===== config.mk =====
export PLATFORM = sky130hd
export DESIGN_NAME = dpfl_ram
export DESIGN_NICKNAME = d
export VERILOG_FILES = /design/src/rtl/dpfl_ram.sv
export SDC_FILE = /design/constraint.sdc
export NUM_CORES = 1
export LEC_CHECK = 0
export ABC_AREA = 1
export BUFFER_PORTS_ARGS = -buffer_cell sky130_fd_sc_hd__buf_2
export CAP_MARGIN = 25
export CORE_UTILIZATION = 30
export CTS_BUF_LIST = sky130_fd_sc_hd__clkbuf_16
export CTS_CLUSTER_SIZE = 30
export DETAILED_ROUTE_END_ITERATION = 10
export RECOVER_POWER = 100
export SYNTH_ARGS = -nofsm -noshare
export SYNTH_HDL_FRONTEND = slang
export SYNTH_SLANG_ARGS = --single-unit

===== constraint.sdc =====
create_clock -name clock -period 2.6 [get_ports clock]
set_input_delay 0.26 -clock clock [delete_from_list [all_inputs] [get_ports clock]]
set_output_delay 0.26 -clock clock [all_outputs]
set_load 0.01 [all_outputs]

===== src/rtl/dpfl_ram.sv =====
// Generic single-port-write, single-read RAM with registered read.
// No dependencies.
module dpfl_ram #(
   parameter int Width = 32,
   parameter int Depth = 32
) (
   input  logic                     clock,
   input  logic                     we,
   input  logic [$clog2(Depth)-1:0] waddr,
   input  logic [Width-1:0]         wdata,
   input  logic [$clog2(Depth)-1:0] raddr,
   output logic [Width-1:0]         rdata
);
   logic [Width-1:0] mem [Depth];

   always_ff @(posedge clock) begin
      if (we) begin
         mem[waddr] <= wdata;
      end
      rdata <= mem[raddr];
   end
endmodule


==> run metrics <==
status complete, but fails checks; failing checks capacitance limit, slew limit; io pins 76; hpwl dp 64,290 um; pre-CTS worst setup slack 524.3 ps; area of the multi-input gates 0.009609 mm^2; top cell type's share of synthesized area 72.51%; Num CTS Buffers 100; DR WL/cell 21.09 um; CTS root buffer clkbuf_16; Slew @ Worst Pin 1788 ps; Worst Clk Skew 18.35 ps; fin util 34.45%; Cell Pwr Density 741.8 mW/mm^2; sequential area share after synthesis 74.02%; Yosys warnings 0; post-route clock period utilization 81.75%; H-tree Lvls 3; Final ANT Viol Nets 0; P&R area growth vs syn 13.63%; critical path class in2reg; Post-Syn Nets 3,580; setup ws final 474.6 ps; DIE WIDTH 378.0 um; core footprint 0.1399 mm^2; RSZ-0062 raised after global routing no; CP Cell Sequence clkbuf_1, nand3_1, nor2_4, clkbuf_1; drt first pass iters 5; final wirelength 117,800 um; CP dominant cell by count clkbuf_1; final hold vios 0; DRC 0; Period minus WS final 2125 ps; Hold Startpoint raddr[2]; Slew Limit Fails 67; cell depth of the worst hold path 7; Synth Cell Area 0.04241 mm^2; crit path launch type input pin; leakage 17.24 nW; number of port buffers 75; initial antenna violation count 13; Total GRT Usage 16.30%; Clock Tree Buf Depth 3; Crit path buffers/inverters 2; Setup Buffers After CTS 0; Syn Area/Cell 11.99 um^2; via count 27,210; EDFF count, synth 1,024; grt ovf 0; top-count cell post-synth nand2_1; final hold slack 167.3 ps; logic gate share of total power 6.1%; kind of cell adding the most delay to the critical path buffers and inverters; crit path max-delay cell type clkbuf_1; CTS tree built; cells on worst reg2reg path 8; Final nets 3,663; switch share 22.65%; sequential power share 53.2%; maximum vdd drop 0.5366 mV; asr flop ratio synth 0%; post-synth top area cell edfxtp_1; vias in the first global route 25,550; fin area 0.04819 mm^2; pin count of the biggest net entering global routing 133; Setup Viol. Count Final 0; max_cap viols 3; row cnt 137; CTS Sinks 1,056; Inst Count DP 5,393; Pwr Total 35.75 mW; # hold bufs at CTS 0; Int Power 27.65 mW; GPL Wtd Cong 0.7939; Largest stage delay, worst path 1300 ps; register area 0.03139 mm^2; Hold Crit Class in2reg; RR Startpoint mem[16][26]$_DFFE_PP_; Post-DP Area 0.04530 mm^2; library cells used by synthesis 14; sum of negative setup slack 0 ps; Initial Util 30.32%; Layout Cells excl Fill 5,588; relative slew slack -19.21%; post_cts resized 0; first-pass GRT wire length 172,200 um; Req. time, crit path 2870 ps; layout cells sized above 1 7.634%; Post-Syn Instances 3,536; CP Max Fanout 18; worst flop-to-flop path endpoint rdata[26]$_DFF_P_; synth top area cells edfxtp_1, nand2_1, nand3_1; Clock Power Share 40.7%; Primary FF master, synth edfxtp_1; Post-synth top cells nand2_1, edfxtp_1, nand3_1; worst hold endpoint rdata[1]$_DFF_P_; CP Capture Type flop; Fillers 13,750; fmax 0.4705 GHz; number of synthesized register bits 1,056; Iter 0 DRT Violations 2,686; net load switching power 8.097 mW; worst path arrival time 2390 ps; Clk Latency, worst-skew pair 690 ps; DIE AREA 0.1429 mm^2; Clock Pin Slew Worst Setup and Hold Paths 60 ps; Via density 4.870; r2r setup slk 1260 ps; Die Ht 378.0 um
[routing by layer]
metal / GRT usage (%) / up-vias / share of wire (%)
met1: 21.83 / 13430 / 41
li1: - / 12510 / -
met2: 26.16 / 1079 / 47
met4: 4.736 / 18 / 2.5
met5: 0 / - / 0.082
met3: 3.920 / 180 / 8.9
[cells by family after synthesis]
logic type	count (synthesis)	synth area share, %
and+or+nand+nor	2252	22.24
buffers and inverters	228	3.741
DFF	1056	74.02
[power groups by stage]
| stage | clock network (mW) | logic (mW) | registers (mW) |
|---|---|---|---|
| final | 14.5 | 2.17 | 19.0 |
| after global routing | 15.4 | 2.40 | 19.0 |
| after CTS | 14.7 | 2.22 | 19.0 |
| after detailed placement | 0 | 2.21 | 19.4 |
| after global placement | 0 | 2.20 | 19.4 |
| after floorplan | 0 | 1.30 | 19.4 |
[registers in the layout, summed over array words and instances (netlist names)]
register  flops
rdata        32
mem        1024
[worst reg2reg max path, delay by kind of cell (launching register included)]
kind	cells	cell delay, ps
AND/OR/NAND/NOR	8	780
flip-flops	1	380
[area by class of cell]
type                    instances  share of cell area [%]
inverters                      10                  0.1402
clock buffers                 100                   5.193
repair buffers                199                   3.116
flip-flops and latches       1056                   65.14
clock inverters                90                   1.568
multi-input cells            2252                   19.94
well taps                    1876                   4.871
diodes                          5                 0.02597
[cells in the final DEF (no fill, tap or decap), drive strengths merged]
cell and n:
nand3 780, clkbuf 226, nand2 1440, buf 73, clkinv 57, nor2 32
clkinvlp 2, diode 5, dfxtp 32, inv 30, edfxtp 1024, bufinv 11
[worst max-delay path by stage]
| stage | end | start | slack, ps | depth (start not counted) |
|---|---|---|---|---|
| 2_1_floorplan | mem[8][0]$_DFFE_PP_ | waddr[0] | 260 | 3 |
| 3_3_place_gp | rdata[6]$_DFF_P_ | raddr[0] | 530 | 12 |
| 3_5_place_dp | mem[8][16]$_DFFE_PP_ | waddr[0] | 520 | 6 |
| 4_1_cts | rdata[19] | rdata[19]$_DFF_P_ | 930 | 1 |
| 5_1_grt | mem[24][25]$_DFFE_PP_ | waddr[2] | 440 | 5 |
| 6_report | mem[24][28]$_DFFE_PP_ | waddr[3] | 470 | 4 |
Power figures use the tool's default switching activity.
