## src/rtl/dpfl_pkg.sv

```systemverilog
// Shared types and constants of the demand paging block.
// No dependencies.
package dpfl_pkg;
   localparam int NumPages = 16;
   localparam int NumFrames = 4;
   localparam int PageWords = 8;
   localparam int WordBits = 32;
   localparam int PageBits = $clog2(NumPages);
   localparam int FrameBits = $clog2(NumFrames);
   localparam int OffBits = $clog2(PageWords);
   localparam int FwBits = FrameBits + OffBits;
   localparam int BwBits = PageBits + OffBits;
   localparam int StampBits = 32;

   typedef enum logic [1:0] {
      CMD_READ = 2'd0, CMD_WRITE = 2'd1, CMD_QPAGE = 2'd2, CMD_QFRAME = 2'd3
   } cmd_type;

   typedef enum logic [3:0] {
      ST_CLEAR, ST_IDLE, ST_BWRITE, ST_LOOKUP, ST_SCAN, ST_EVICT,
      ST_CRD, ST_CWR, ST_ACCESS, ST_FRD, ST_DONE
   } state_type;

   typedef struct packed {
      logic start;
      logic [FrameBits-1:0] idx;
   } scan_ctl_type;

   typedef struct packed {
      logic busy;
      logic [FrameBits-1:0] best;
   } scan_sts_type;
endpackage

```

## src/rtl/dpfl_scan.sv

```systemverilog
// Least-recently-used scan: one stamp compare per cycle over the frames.
// Depends on dpfl_pkg.
module dpfl_scan
   import dpfl_pkg::*;
(
   input  logic                 clock,
   input  logic                 reset,
   input  scan_ctl_type         ctl,
   input  logic [StampBits-1:0] stamp,
   output scan_sts_type         sts
);
   logic busy_ff, busy_in;
   logic [FrameBits-1:0] best_ff, best_in;
   logic [StampBits-1:0] min_ff, min_in;

   always_comb begin
      busy_in = busy_ff;
      best_in = best_ff;
      min_in = min_ff;
      if (ctl.start) begin
         busy_in = 1'b1;
         best_in = '0;
         min_in = stamp;
      end else if (busy_ff) begin
         if (min_ff > stamp) begin
            min_in = stamp;
            best_in = ctl.idx;
         end
         if (ctl.idx == FrameBits'(NumFrames - 1)) begin
            busy_in = 1'b0;
         end
      end
   end

   always_ff @(posedge clock) begin
      if (reset) begin
         busy_ff <= 1'b0;
      end else begin
         busy_ff <= busy_in;
      end
      best_ff <= best_in;
      min_ff <= min_in;
   end

   assign sts.busy = busy_ff;
   assign sts.best = best_ff;
endmodule

```

## config.mk

```make
export PLATFORM = sky130hd
export DESIGN_NAME = dpfl_scan
export DESIGN_NICKNAME = d
export VERILOG_FILES = /design/src/rtl/dpfl_pkg.sv /design/src/rtl/dpfl_scan.sv
export SDC_FILE = /design/constraint.sdc
export NUM_CORES = 1
export LEC_CHECK = 0
export ABC_CLOCK_PERIOD_IN_PS = 4000
export CAP_MARGIN = 30
export CORE_UTILIZATION = 62
export DETAILED_ROUTE_END_ITERATION = 8
export DONT_BUFFER_PORTS = 1
export PLACE_DENSITY = 0.88
export SYNTH_ARGS = -nofsm -noshare
export SYNTH_HDL_FRONTEND = slang
export SYNTH_SLANG_ARGS = --single-unit
```

## constraint.sdc

```tcl
create_clock -name clock -period 4 [get_ports clock]
set_input_delay 0.2 -clock clock [delete_from_list [all_inputs] [get_ports clock]]
set_output_delay 0.2 -clock clock [all_outputs]
set_load 0.01 [all_outputs]
```

==> run summary <==
The run finished, with violations left. The checks that failed: DRC. The global-route wire length before repair came out at 6.71 mm. The HPWL after detailed placement is 2.59 mm.

TritonCTS built the clock tree. The distinct cell type count after synthesis came out at 30. The xor and xnor fraction of the mapped netlist area is 0%. The synthesized instance count is 157. The row count is 19. The post-layout minimum cycle time came out at 3150 ps. In this run the power density over the cells is 322 mW/mm^2. In the routed design, unresolved DRC markers number 2. The slack of the worst reg-to-reg path is 850 ps.

The final setup skew is 16.0 ps. The area of the die is 0.00332 mm^2. The setup TNS after final layout came out at 0 ps.

The endpoint kind of the worst setup timing path is a flip-flop. The number of routed nets with antenna violations is 0. Of the total synthesized cell area, the portion taken by full adders, half adders and majority gates is 20.9%.

The critical path data arrival time came out at 3180 ps. Leaving out fill and tap cells, the most frequent cell in the layout is dlygate4sd3_1. The initial DRC count is 71. Final hold analysis gives a worst-case slack of 20.4 ps. The post-detailed-route wirelength per cell is 17.7 um. The largest net degree at the start of global routing is 19. The top achievable clock speed is 0.318 GHz. In the final layout, the multi-input gates occupy 768 um^2. By area, the combinational part of the netlist is dominated by adder cells. The horizontal extent of the die came out at 57.6 um. The normalized max-slew margin came out at 57.4%.

The quantity of I/O buffers inserted on ports is 0. The post-synthesis sequential area ratio is 53.3%. The final-report hold violation count came out at 0. The insertion delay to the later sink of the worst-skew pair came out at 350 ps. The number of warnings reported in the yosys synthesis log is 0. The area of the core is 0.00285 mm^2. In this run the worst path has a maximum fanout of 18. The aggregate routed wire length is 4.09 mm. Setup repair after global routing left no endpoint under its margin. No sink is reached through more buffers than the 2 on the longest clock path. The clock sink count came out at 35. For this design, the slowest cell found on the critical path is or2_1.

Excluding fillers, the count of instances in the completed layout stands at 231. The final clock period utilization by the worst path came out at 78.7%. The number of instances in the placed design came out at 188. Summed over all instances, the cell type with the most area after synthesis is edfxtp_1. The effective utilization at floorplan is 67.2%. The proportion of netlist area held by the largest area contributor came out at 50.1%. The combined global-route utilization of all metal layers came out at 28.2%. The synthesized design contains 35 register bits.

The number of buffers created by CTS is 5. The clock transition time at the flip-flop clock pins of the worst setup and hold paths came out at 100 ps. The number of vias per cell came out at 5.81.

Counting every net in the synthesized netlist gives 226. The tool flagged a number of max-cap violations equal to 0. The setup fix buffers added after clock tree synthesis is 0. The number of H-tree branching levels is 2. The critical path goes through ha_1 > nand4_1 > or3_4 > o32ai_1 > nor4_1 > a21oi_2 > or2_1 > buf_4.

The total global routing overflow is 0. The final net count is 268. The critical path start-end classification is reg -> reg. The min-delay analysis places its worst path in the category in -> reg. The clock root buffer is clkbuf_4. Across the VDD grid, the largest voltage drop is 0.000312 V. The number of diodes is 0. After routing the design area is 0.00235 mm^2. The simple logic cell fraction of the synthesized area came out at 7.96%. The overall via count from detail_route came out at 1343.

The number of global-route vias before repair came to 1500. The filler cells instantiated in the layout total 161. The area growth from synthesis to layout is 22.8%. The total area of sequential cells came out at 0.00102 mm^2. In this run the static leakage power is 1.05 nW. The number of antenna violations at the first check in global routing was 0.

In the post-synthesis netlist, the biggest area contributors are edfxtp_1, ha_1, inv_1, a21oi_1, dfxtp_1. The die is 57.6 um tall. The iteration count of the initial detailed-routing pass came out at 6. The top cell types in the final layout, fill and taps aside, are dlygate4sd3_1, inv_1, ha_1, edfxtp_1, a21oi_1. The critical path data required time is 4030 ps. The cell area after synthesis came out at 0.00192 mm^2. The worst setup path is launched from a flip-flop.

The measured slew at the worst slew-check pin came out at 640 ps. The layout cell share with drive strength beyond 1 came out at 5.50%. The count of pins on the block boundary came out at 40. The highest cell delay on the worst timing path is 550 ps. The share of the synthesized area in compound gates (AO/OA/AOI/OAI) is 10.2%. Setup violations remaining at the end of the flow were counted as 0. The post-synthesis area per instance is 12.2 um^2. The final RePlAce weighted congestion is 0.760. Measured against the total synthesized area, the mux share comes to 1.04%. The instance area after placement came out at 0.00196 mm^2. The max-slew violation total from the final report came out at 0.
-- cell usage after synthesis --
cell        n
a211oi_1    1
inv_1      32
o21ai_0     1
a2111oi_0   1
ha_1       32
a21oi_1    12
or3_4       1
a41o_2      1
buf_4       1
o31ai_1     1
nand4_1     7
mux2i_1     2
nor2b_1     1
or2_1       1
nor3_1      1
o21a_1      2
nand2_1     6
o32ai_1     1
o211ai_1    2
a21oi_2     1
nor2_1      1
dfxtp_1     3
nand2b_1    4
a21o_1      3
a21o_2      1
nand3_1     3
or4_1       1
o41ai_2     1
edfxtp_1   32
nor4_1      1
-- through the flow --
stage	worst slack (ps)	util, %	power (mW)
after floorplan	1120	-	0.523
after global placement	1070	68.6	0.538
after detailed placement	933	68.6	0.549
after CTS	897	82.5	0.753
after global routing	681	82.5	0.790
final	852	82.5	0.757
-- logic make-up (layout without fill, tap and decap cells) --
logic type	after synthesis	after routing
AND/OR/NAND/NOR	27	27
AO/OA/AOI/OAI	28	28
adder cells (fa/ha/maj)	32	32
buffers and inverters	33	76
multiplexers	2	2
flip-flops	35	35
-- flip-flops by register name, indices dropped and copies added, names as in the netlist --
name	cells
best_ff	2
busy_ff	1
min_ff	32
-- critical path: cells and delay by family, from the launching register on --
family / cells / cell delay (ps)
DFF: 1 / 400
AOI/OAI and AO/OA: 2 / 500
buffers and inverters: 1 / 380
and+or+nand+nor: 4 / 1210
adders and majority gates: 1 / 330
-- final timing paths --
check / from / to / depth (start not counted)
worst max register to register: min_ff[31]$_DFFE_PP_ / min_ff[18]$_DFFE_PP_ / 8
worst max-delay path: min_ff[31]$_DFFE_PP_ / min_ff[18]$_DFFE_PP_ / 8
worst min register to register: best_ff[1]$_SDFFE_PP0P_ / best_ff[1]$_SDFFE_PP0P_ / 2
worst min-delay path: ctl[1] / best_ff[1]$_SDFFE_PP0P_ / 2
-- final cells by class --
class | count | share of cell area [%]
Clock buffer | 6 | 1.75
Tap cell | 31 | 1.65
Timing Repair Buffer | 36 | 15.2
Multi-Input combinational cell | 89 | 32.6
Sequential cell | 35 | 43.4
Clock inverter | 2 | 0.319
Inverter | 32 | 5.10
-- report_power, final --
group / switching [mW] / total (mW) / internal [mW]
combinational: 0.0669 / 0.134 / 0.0669
clock: 0.118 / 0.183 / 0.0650
sequential: 0.0107 / 0.441 / 0.430
total: 0.195 / 0.757 / 0.562
-- timing repair --
item | CTS | global route
gates resized for setup | 0 | 0
hold endpoints to repair | 34 | 0
hold buffers | 35 | 0
-- layer usage --
layer  global-route usage (%)  vias up  part of all wire (%)
met2                     48.8       57                    51
met1                     32.1      624                    41
met4                     9.41        0                   1.5
met5                        0        -                     0
li1                         -      655                     -
met3                     10.2        7                   6.6
Power figures use the tool's default switching activity.
